`src/rtl/core/fts_pkg.sv`:
```
// ----------------------------------------------------------------------------
// fts_pkg
// Shared types and constants of the frame time statistics unit.
// ----------------------------------------------------------------------------
package fts_pkg;

  // Field widths
  localparam int STAMP_W = 63;
  localparam int WORD_W  = 32;
  localparam int WIDE_W  = 64;
  localparam int BKT_W   = 3;

  // Shared adder width: a 64 bit value plus one guard bit
  localparam int ALU_W = WIDE_W + 1;

  // Scale constants
  localparam logic [WORD_W-1:0] US_PER_SECOND = 32'd1000000;
  localparam logic [WORD_W-1:0] FPS_SCALE     = 32'd100;
  localparam logic [WORD_W-1:0] FREQ_RESET    = 32'd10000000;

  // Histogram
  localparam int NUM_BUCKETS = 6;
  localparam int NUM_EDGES   = NUM_BUCKETS - 1;
  localparam logic [WORD_W-1:0] BUCKET_EDGES [NUM_EDGES] =
    '{32'd8400, 32'd16700, 32'd20000, 32'd33400, 32'd50000};

  // Sequencer step counts
  localparam int MUL_STEPS = WORD_W;   // one multiplier bit per step
  localparam int DIV_STEPS = 96;       // one dividend bit per step
  localparam int CNT_W     = $clog2(DIV_STEPS);

  // Request to and answer from the shared add/subtract unit
  typedef struct packed {
    logic             sub;
    logic [ALU_W-1:0] a;
    logic [ALU_W-1:0] b;
  } alu_req_t;

  typedef struct packed {
    logic [ALU_W-1:0] sum;
    logic             carry;   // on subtract: a >= b
  } alu_rsp_t;

endpackage

```
`src/rtl/core/fts_alu.sv`:
```
// ----------------------------------------------------------------------------
// fts_alu
// Shared 65 bit add/subtract unit used by the arithmetic steps of the sequencer.
// ----------------------------------------------------------------------------
module fts_alu
  import fts_pkg::*;
(
  input  alu_req_t req,
  output alu_rsp_t rsp
);

  logic [ALU_W-1:0] b_op;
  logic [ALU_W:0]   full;

  // Two's complement subtract: a + ~b + 1, carry out set when a >= b
  assign b_op = req.sub ? ~req.b : req.b;
  assign full = {1'b0, req.a} + {1'b0, b_op} + {{ALU_W{1'b0}}, req.sub};

  assign rsp.sum   = full[ALU_W-1:0];
  assign rsp.carry = full[ALU_W];

endmodule

```
`src/rtl/core/fts_hist.sv`:
```
// ----------------------------------------------------------------------------
// fts_hist
// Gap histogram: bucket selection and six wrapping bucket counters.
// ----------------------------------------------------------------------------
module fts_hist
  import fts_pkg::*;
(
  input  logic              clk,
  input  logic              rst,
  input  logic [WORD_W-1:0] gap,
  input  logic              inc,
  output logic [BKT_W-1:0]  bucket,
  output logic [WORD_W-1:0] count_next
);

  logic [WORD_W-1:0] counts [NUM_BUCKETS];

  // First edge above the gap picks the bucket, otherwise the slowest one
  always_comb begin
    bucket = BKT_W'(NUM_BUCKETS - 1);
    for (int i = NUM_EDGES - 1; i >= 0; i--) begin
      if (gap < BUCKET_EDGES[i]) begin
        bucket = BKT_W'(i);
      end
    end
  end

  assign count_next = counts[bucket] + 1'b1;

  // Counters
  always_ff @(posedge clk) begin
    if (rst) begin
      for (int i = 0; i < NUM_BUCKETS; i++) begin
        counts[i] <= '0;
      end
    end else if (inc) begin
      counts[bucket] <= count_next;
    end
  end

endmodule

```
`src/rtl/core/frame_time_statistics_unit.sv`:
```
// ----------------------------------------------------------------------------
// frame_time_statistics_unit
// Frame gap, maximum, total, histogram and frame rate from frame timestamps.
// ----------------------------------------------------------------------------
// Steps: a pause item goes straight to the result; other frames run the window
//   update and check. A measured gap adds the difference (redone the other way
//   when going backwards), a 32 step multiply, a 96 step divide and the update;
//   a closed window adds two 32 step multiplies, a 96 step divide and the update.
// Items: one at a time; the arithmetic steps run through one shared 65 bit
//   adder, so the multiply/divide iterations set the item time.
// Reset (rst, synchronous): statistics and histogram cleared, tick_freq back
//   to 10000000, no result pending. A finished result waits in its own register.
// ----------------------------------------------------------------------------
module frame_time_statistics_unit
  import fts_pkg::*;
(
  input  logic          clk,
  input  logic          rst,
  // configuration: tick_freq
  input  logic          cfg_wr_en,
  input  logic [31:0]   cfg_wr_data,
  // input items
  input  logic          s_axis_tvalid,
  output logic          s_axis_tready,
  input  logic [63:0]   s_axis_tdata,   // [62:0] timestamp
  input  logic [0:0]    s_axis_tuser,   // [0] kind
  // result items
  output logic          m_axis_tvalid,
  input  logic          m_axis_tready,
  // [31:0] gap_us, [63:32] max_gap_us, [127:64] total_gap_us, [130:128] bucket,
  // [162:131] bucket_count, [194:163] fps_x100
  output logic [199:0]  m_axis_tdata,
  output logic [1:0]    m_axis_tuser    // [0] has_gap, [1] fps_updated
);

  typedef enum logic [9:0] {
    S_IDLE  = 10'b00_0000_0001,
    S_DIFF  = 10'b00_0000_0010,
    S_NEGD  = 10'b00_0000_0100,
    S_MUL   = 10'b00_0000_1000,
    S_DIV   = 10'b00_0001_0000,
    S_GAPUP = 10'b00_0010_0000,
    S_WIN   = 10'b00_0100_0000,
    S_WCHK  = 10'b00_1000_0000,
    S_FPSUP = 10'b01_0000_0000,
    S_FIN   = 10'b10_0000_0000
  } state_t;

  state_t state;

  // Statistics state
  logic [WORD_W-1:0]  tick_freq;
  logic [STAMP_W-1:0] last_stamp;
  logic [WORD_W-1:0]  max_gap;
  logic [WIDE_W-1:0]  total_gap;
  logic [STAMP_W-1:0] window_start;
  logic [WORD_W-1:0]  window_frames;
  logic [WORD_W-1:0]  fps_value;

  // Item being worked on
  logic [STAMP_W-1:0] stamp;
  logic               neg;
  logic               span_ok;
  logic               fps_phase;
  logic               mul_second;
  logic               has_gap;
  logic               updated;
  logic [WORD_W-1:0]  gap;
  logic [BKT_W-1:0]   bucket;
  logic [WORD_W-1:0]  bucket_count;

  // Multiply/divide registers
  logic [WIDE_W-1:0]  mcand;
  logic [WIDE_W-1:0]  acc_hi;
  logic [WORD_W-1:0]  acc_lo;
  logic [WIDE_W-1:0]  rem;
  logic [WIDE_W-1:0]  divisor;
  logic [WORD_W-1:0]  quo;
  logic [CNT_W-1:0]   cnt;

  // Result register
  logic               out_valid;
  logic               o_has_gap;
  logic               o_updated;
  logic [WORD_W-1:0]  o_gap;
  logic [WORD_W-1:0]  o_max;
  logic [WIDE_W-1:0]  o_total;
  logic [BKT_W-1:0]   o_bucket;
  logic [WORD_W-1:0]  o_bcount;
  logic [WORD_W-1:0]  o_fps;

  alu_req_t           alu_req;
  alu_rsp_t           alu_rsp;
  logic [WORD_W-1:0]  freq_eff;
  logic [WORD_W-1:0]  gap_val;
  logic               hist_inc;
  logic [BKT_W-1:0]   hist_bucket;
  logic [WORD_W-1:0]  hist_count;
  logic               s_fire;
  logic               out_load;
  logic               mul_last;
  logic               div_last;
  logic [ALU_W-1:0]   div_rem_sh;

  assign freq_eff  = (tick_freq == '0) ? WORD_W'(1) : tick_freq;
  assign gap_val   = neg ? (~quo + 1'b1) : quo;
  assign s_fire    = s_axis_tvalid && s_axis_tready;
  assign out_load  = (state == S_FIN) && (!out_valid || m_axis_tready);
  assign mul_last  = (cnt == CNT_W'(MUL_STEPS - 1));
  assign div_last  = (cnt == CNT_W'(DIV_STEPS - 1));
  assign hist_inc  = (state == S_GAPUP);
  assign div_rem_sh = {rem, acc_hi[WIDE_W-1]};

  assign s_axis_tready = (state == S_IDLE);

  // Shared unit
  fts_alu u_alu (
    .req (alu_req),
    .rsp (alu_rsp)
  );

  fts_hist u_hist (
    .clk        (clk),
    .rst        (rst),
    .gap        (gap_val),
    .inc        (hist_inc),
    .bucket     (hist_bucket),
    .count_next (hist_count)
  );

  // Operand selection for the shared unit
  always_comb begin
    alu_req = '0;
    case (state)
      S_DIFF: begin
        alu_req.sub = 1'b1;
        alu_req.a   = ALU_W'(stamp);
        alu_req.b   = ALU_W'(last_stamp);
      end
      S_NEGD: begin
        alu_req.sub = 1'b1;
        alu_req.a   = ALU_W'(last_stamp);
        alu_req.b   = ALU_W'(stamp);
      end
      S_MUL: begin
        alu_req.a = {1'b0, acc_hi};
        alu_req.b = acc_lo[0] ? {1'b0, mcand} : '0;
      end
      S_DIV: begin
        alu_req.sub = 1'b1;
        alu_req.a   = div_rem_sh;
        alu_req.b   = {1'b0, divisor};
      end
      S_GAPUP: begin
        alu_req.a = {1'b0, total_gap};
        alu_req.b = ALU_W'(gap_val);
      end
      S_WIN: begin
        alu_req.sub = 1'b1;
        alu_req.a   = ALU_W'(stamp);
        alu_req.b   = ALU_W'(window_start);
      end
      S_WCHK: begin
        alu_req.sub = 1'b1;
        alu_req.a   = {1'b0, divisor};
        alu_req.b   = ALU_W'(freq_eff);
      end
      default: begin
        alu_req = '0;
      end
    endcase
  end

  // Configuration register
  always_ff @(posedge clk) begin
    if (rst) begin
      tick_freq <= FREQ_RESET;
    end else if (cfg_wr_en) begin
      tick_freq <= cfg_wr_data;
    end
  end

  // Sequencer and statistics state
  always_ff @(posedge clk) begin
    if (rst) begin
      state         <= S_IDLE;
      last_stamp    <= '0;
      max_gap       <= '0;
      total_gap     <= '0;
      window_start  <= '0;
      window_frames <= '0;
      fps_value     <= '0;
      has_gap       <= 1'b0;
      updated       <= 1'b0;
      neg           <= 1'b0;
      span_ok       <= 1'b0;
      fps_phase     <= 1'b0;
      mul_second    <= 1'b0;
      cnt           <= '0;
    end else begin
      case (state)
        S_IDLE: begin
          if (s_fire) begin
            stamp        <= s_axis_tdata[STAMP_W-1:0];
            has_gap      <= 1'b0;
            updated      <= 1'b0;
            gap          <= '0;
            bucket       <= '0;
            bucket_count <= '0;
            if (s_axis_tuser[0]) begin
              last_stamp <= '0;
              state      <= S_FIN;
            end else if (last_stamp != '0) begin
              state <= S_DIFF;
            end else begin
              state <= S_WIN;
            end
          end
        end
        S_DIFF: begin
          // forward gap, or measure it the other way round
          if (alu_rsp.carry) begin
            neg       <= 1'b0;
            mcand     <= WIDE_W'(alu_rsp.sum[STAMP_W-1:0]);
            acc_hi    <= '0;
            acc_lo    <= US_PER_SECOND;
            divisor   <= WIDE_W'(freq_eff);
            fps_phase <= 1'b0;
            cnt       <= '0;
            state     <= S_MUL;
          end else begin
            neg   <= 1'b1;
            state <= S_NEGD;
          end
        end
        S_NEGD: begin
          mcand     <= WIDE_W'(alu_rsp.sum[STAMP_W-1:0]);
          acc_hi    <= '0;
          acc_lo    <= US_PER_SECOND;
          divisor   <= WIDE_W'(freq_eff);
          fps_phase <= 1'b0;
          cnt       <= '0;
          state     <= S_MUL;
        end
        S_MUL: begin
          // shift-add, one multiplier bit per step
          if (mul_last && fps_phase && !mul_second) begin
            mcand      <= {alu_rsp.sum[WORD_W:1], alu_rsp.sum[0], acc_lo[WORD_W-1:1]};
            acc_hi     <= '0;
            acc_lo     <= freq_eff;
            mul_second <= 1'b1;
            cnt        <= '0;
          end else begin
            acc_hi <= alu_rsp.sum[ALU_W-1:1];
            acc_lo <= {alu_rsp.sum[0], acc_lo[WORD_W-1:1]};
            if (mul_last) begin
              rem   <= '0;
              cnt   <= '0;
              state <= S_DIV;
            end else begin
              cnt <= cnt + 1'b1;
            end
          end
        end
        S_DIV: begin
          // restoring division, one dividend bit per step
          rem <= alu_rsp.carry ? alu_rsp.sum[WIDE_W-1:0] : div_rem_sh[WIDE_W-1:0];
          quo <= {quo[WORD_W-2:0], alu_rsp.carry};
          {acc_hi, acc_lo} <= {acc_hi[WIDE_W-2:0], acc_lo, 1'b0};
          if (div_last) begin
            state <= fps_phase ? S_FPSUP : S_GAPUP;
          end else begin
            cnt <= cnt + 1'b1;
          end
        end
        S_GAPUP: begin
          has_gap      <= 1'b1;
          gap          <= gap_val;
          bucket       <= hist_bucket;
          bucket_count <= hist_count;
          total_gap    <= alu_rsp.sum[WIDE_W-1:0];
          if (gap_val > max_gap) begin
            max_gap <= gap_val;
          end
          state <= S_WIN;
        end
        S_WIN: begin
          last_stamp    <= stamp;
          window_frames <= window_frames + 1'b1;
          divisor       <= alu_rsp.sum[WIDE_W-1:0];
          span_ok       <= alu_rsp.carry;
          state         <= S_WCHK;
        end
        S_WCHK: begin
          // window closes once its span reaches one second of ticks
          if (span_ok && alu_rsp.carry) begin
            mcand      <= WIDE_W'(window_frames);
            acc_hi     <= '0;
            acc_lo     <= FPS_SCALE;
            fps_phase  <= 1'b1;
            mul_second <= 1'b0;
            cnt        <= '0;
            state      <= S_MUL;
          end else begin
            state <= S_FIN;
          end
        end
        S_FPSUP: begin
          fps_value     <= quo;
          window_start  <= stamp;
          window_frames <= '0;
          updated       <= 1'b1;
          state         <= S_FIN;
        end
        S_FIN: begin
          if (out_load) begin
            state <= S_IDLE;
          end
        end
        default: begin
          state <= S_IDLE;
        end
      endcase
    end
  end

  // Result register
  always_ff @(posedge clk) begin
    if (rst) begin
      out_valid <= 1'b0;
    end else if (out_load) begin
      out_valid <= 1'b1;
    end else if (m_axis_tready) begin
      out_valid <= 1'b0;
    end
  end

  always_ff @(posedge clk) begin
    if (out_load) begin
      o_has_gap <= has_gap;
      o_updated <= updated;
      o_gap     <= gap;
      o_max     <= max_gap;
      o_total   <= total_gap;
      o_bucket  <= bucket;
      o_bcount  <= bucket_count;
      o_fps     <= fps_value;
    end
  end

  assign m_axis_tvalid = out_valid;
  assign m_axis_tdata  = {5'b0, o_fps, o_bcount, o_bucket, o_total, o_max, o_gap};
  assign m_axis_tuser  = {o_updated, o_has_gap};

  // Checks
  a_rem_below_divisor: assert property (@(posedge clk) disable iff (rst)
    (state == S_DIV) |-> (rem < divisor))
    else $error("division remainder not below divisor");

  a_pause_clears: assert property (@(posedge clk) disable iff (rst)
    (s_fire && s_axis_tuser[0]) |=> (last_stamp == '0))
    else $error("pause item did not clear last timestamp");

  a_window_restart: assert property (@(posedge clk) disable iff (rst)
    (state == S_FPSUP) |=> (window_frames == '0 && updated))
    else $error("closed window not restarted");

  a_no_gap_fields: assert property (@(posedge clk) disable iff (rst)
    (m_axis_tvalid && !m_axis_tuser[0]) |-> (o_gap == '0 && o_bucket == '0 && o_bcount == '0))
    else $error("gap fields set without a measured gap");

  a_mul_count: assert property (@(posedge clk) disable iff (rst)
    (state == S_MUL) |-> (cnt < CNT_W'(MUL_STEPS)))
    else $error("multiply step count out of range");

endmodule
```
`config.mk`:
```
export PLATFORM = sky130hd
export DESIGN_NAME = frame_time_statistics_unit
export DESIGN_NICKNAME = d
export VERILOG_FILES = /design/src/rtl/core/fts_pkg.sv /design/src/rtl/core/fts_alu.sv /design/src/rtl/core/fts_hist.sv /design/src/rtl/core/frame_time_statistics_unit.sv
export SDC_FILE = /design/constraint.sdc
export NUM_CORES = 2
export LEC_CHECK = 0
export BUFFER_PORTS_ARGS = -buffer_cell sky130_fd_sc_hd__buf_2
export CAP_MARGIN = 20
export CORE_ASPECT_RATIO = 1.2
export CORE_UTILIZATION = 45
export CTS_CLUSTER_DIAMETER = 200
export CTS_CLUSTER_SIZE = 30
export DETAILED_ROUTE_END_ITERATION = 10
export SYNTH_ARGS = -nofsm -noshare
export SYNTH_HDL_FRONTEND = slang
export SYNTH_SLANG_ARGS = --single-unit
export TNS_END_PERCENT = 50
```
`constraint.sdc`:
```
create_clock -name clk -period 16.7 [get_ports clk]
set_clock_uncertainty 0.15 [all_clocks]
set_input_delay 3.34 -clock clk [delete_from_list [all_inputs] [get_ports clk]]
set_output_delay 3.34 -clock clk [all_outputs]
set_load 0.005 [all_outputs]
```
==> results.toml <==
[outcome]
status = "complete, but fails checks"
failed_checks = "design-rule violations"

[power]
fin_total_pwr_mw = 5.64
powerDensity_mw_per_mm2 = 96.1
ir_drop_v = 0.0000725
power.leakage_nw = 20.6

[flow_run]
drv_cap = 0

[clock_network]
clockBufferDepth = 3
ctsHoldBuffers = 0
insertion_delay_ns = 0.70
htree_levels = 2
cts_resized = 0
root_buffer = "clkbuf_16"
clock_sinks = 1181
clkTransAtPathRegs_ns = 0.12
cts_setup_buffers = 0
numCtsBuffers = 45
cts_tree = "yes"

[synth]
synth_edf_count = 839
ys_ff_latch = 1181
synth_common_cells = "edfxtp_1 (839), nor2_1 (714), nand2_1 (532)"
yosysSeqAreaShare_pct = 58.9
synth_most_common_cell = "edfxtp_1"
yosysTopAreaCell = "edfxtp_1"
synth_flop_cell = "edfxtp_1"
yosysWarnings = 0
synth_area_leaders = "edfxtp_1 (46%), dfxtp_1 (13%), nor2_1 (4.9%), nand2_1 (3.7%), a222oi_1 (3.2%)"
synth_area_sq_mm = 0.0544
syn_area_per_cell_sq_um = 10.8
async_flop_share_pct = 0
synthCells = 5023
synth.distinct_cells = 92
synth_top_area_share_pct = 46.3

[final_layout]
final_cells = 6684
syn_to_final_growth_pct = 7.84
nFillCells = 10900
finish.net_count = 5297
drive_gt1_share_pct = 10.4

[worst_setup_path]
worstPathMaxFanout = 69
crit_type = "flip-flop to flip-flop"
cp_common_cell = "buf_4"
cp.arrival_ns = 10.21
r2r_slack_ns = 6.64
end_kind = "flip-flop"
path_cells = "or4_1 -> nor3_1 -> and3_4 -> buf_4 -> buf_4 -> a222oi_1 -> nand3_1 -> nand2_1 -> ha_1 -> nand4_1 -> a21o_1 -> o21ai_1 -> o21a_1 -> a311o_1 -> a21o_1 -> a31oi_1 -> o31a_1 -> a22oi_1 -> nand3b_1 -> a21oi_4 -> buf_4 -> buf_4"
cp_slowest_cell = "and3_4"
max_stage_delay_ns = 0.79
cp-start-kind = "flip-flop"
crit_required_ns = 16.86

[sta]
rsz0062_at_grt = "false"
finalHoldViolations = 0
slew_violations = 0
fmax_mhz = 99.4
finalCritPeriodShare_pct = 60.2
tightestPinTransition_ns = 1.17
finalWorstSetupSlack_ns = 6.64
whs_ns = 0.274
relSlewSlack_pct = 21.8
setup_viol = 0
post-route-min-period_ns = 10.06
setup_tns_ns = 0

[min_path]
worstHoldPathType = "flip-flop to flip-flop"

[global_route]
grt_antenna_before_repair = 5
grt_pass1_vias = 39400
overflow = 0
grt_pass1_wl_um = 258000
track_usage_pct = 27.8
grt_max_degree = 132

[detailed_routing]
viasPerCell = 6.24
wl_per_cell_um = 26.1
dr.pass1.iters = 11
postRouteAntennaNets = 0
drt-initial-drc-count = 5775
vias = 41700
drc = 2
wirelength_um = 174000

[floorplanning]
die_w_um = 319
die_area_sq_mm = 0.122
start_util_pct = 45.4
ios = 306
die_y_um = 383
core_area_sq_mm = 0.120
core.rowCount = 139

[placement]
io_buffer_count = 299
gp_congestion = 0.937
preCtsSetupSlack_ns = 6.81
dpl.hpwl_um = 114000
dp.cells = 6598
## power breakdown
group	internal (mW)	total (mW)	switching, mW	leakage [nW]
Clock	0.545	1.47	0.924	0.635
Combinational	0.224	0.791	0.567	9.01
Sequential	3.28	3.38	0.0952	11.0
## kinds of logic (layout without fill, tap and decap cells)
| logic type | Yosys count | count (layout) | share of synthesized area, % |
|---|---|---|---|
| fa+ha+maj | 101 | 101 | 2.34 |
| buf+inv | 449 | 553 | 3.28 |
| xor+xnor | 173 | 173 | 2.86 |
| simple gates | 1702 | 1702 | 13.9 |
| mux | 139 | 139 | 2.62 |
| other cells | 1 | 7 | 0.00689 |
| compound gates | 1277 | 1277 | 16.1 |
| flops | 1181 | 1181 | 58.9 |
## layout by cell type, fill, tap and decap left out, drive strengths merged, types with 83 or more instances in the layout
cell	n
edfxtp	839
nor2	715
nand2	533
buf	389
dfxtp	342
a21oi	335
o21ai	234
a222oi	173
a22oi	141
mux2i	119
ha	100
nand3	92
xnor2	90
xor2	83
## path summary, 6_finish.rpt
kind                                from          to  cells past startpoint
worst max-delay path            state[0]  acc_lo[30]                     22
worst min-delay path             gap[26]   o_gap[26]                      0
worst max register to register  state[0]  acc_lo[30]                     22
worst min register to register   gap[26]   o_gap[26]                      0
## layout make-up
| cell class | instances | area (sq um) | area share (%) |
|---|---|---|---|
| Clock inverter | 2 | 28.8 | 0.0490 |
| Timing Repair Buffer | 389 | 2210 | 3.77 |
| Tap cell | 1551 | 1940 | 3.31 |
| Multi-Input combinational cell | 3397 | 20900 | 35.5 |
| Clock buffer | 82 | 1310 | 2.23 |
| Inverter | 80 | 300 | 0.512 |
| Antenna cell | 2 | 5.00 | 0.00853 |
| Sequential cell | 1181 | 32000 | 54.6 |
## flip-flops by register name, summed over array words and instances (netlist names), 63 cells and up
signal,flops
total_gap,64
rem,64
u_hist.counts,192
divisor,64
stamp,63
window_start,63
mcand,64
acc_hi,64
last_stamp,63
o_total,64
## stage by stage
step | utilization (%) | cell area (sq um)
3_5_place_dp | 47.9 | 57300
6_report | 49.0 | 58700
2_1_floorplan | - | 54400
3_3_place_gp | 47.8 | 57300
5_1_grt | 49.0 | 58700
4_1_cts | 49.0 | 58700
## critical path: cells and delay by family, from the launching register on
family | cells | cell delay, ns
fa+ha+maj | 1 | 0.37
flops | 1 | 0.35
simple gates | 7 | 2.51
compound gates | 10 | 3.58
buf+inv | 4 | 2.59
## layer usage
| metal | global-route usage, % | share of wire (%) | vias up |
|---|---|---|---|
| li1 | - | - | 18800 |
| met1 | 37.2 | 40 | 20600 |
| met2 | 45.5 | 47 | 2008 |
| met3 | 4.39 | 8.7 | 293 |
| met4 | 10.6 | 4.0 | 8 |
| met5 | 0 | 0.026 | - |
No activity file was read; power rests on OpenSTA's default activity.
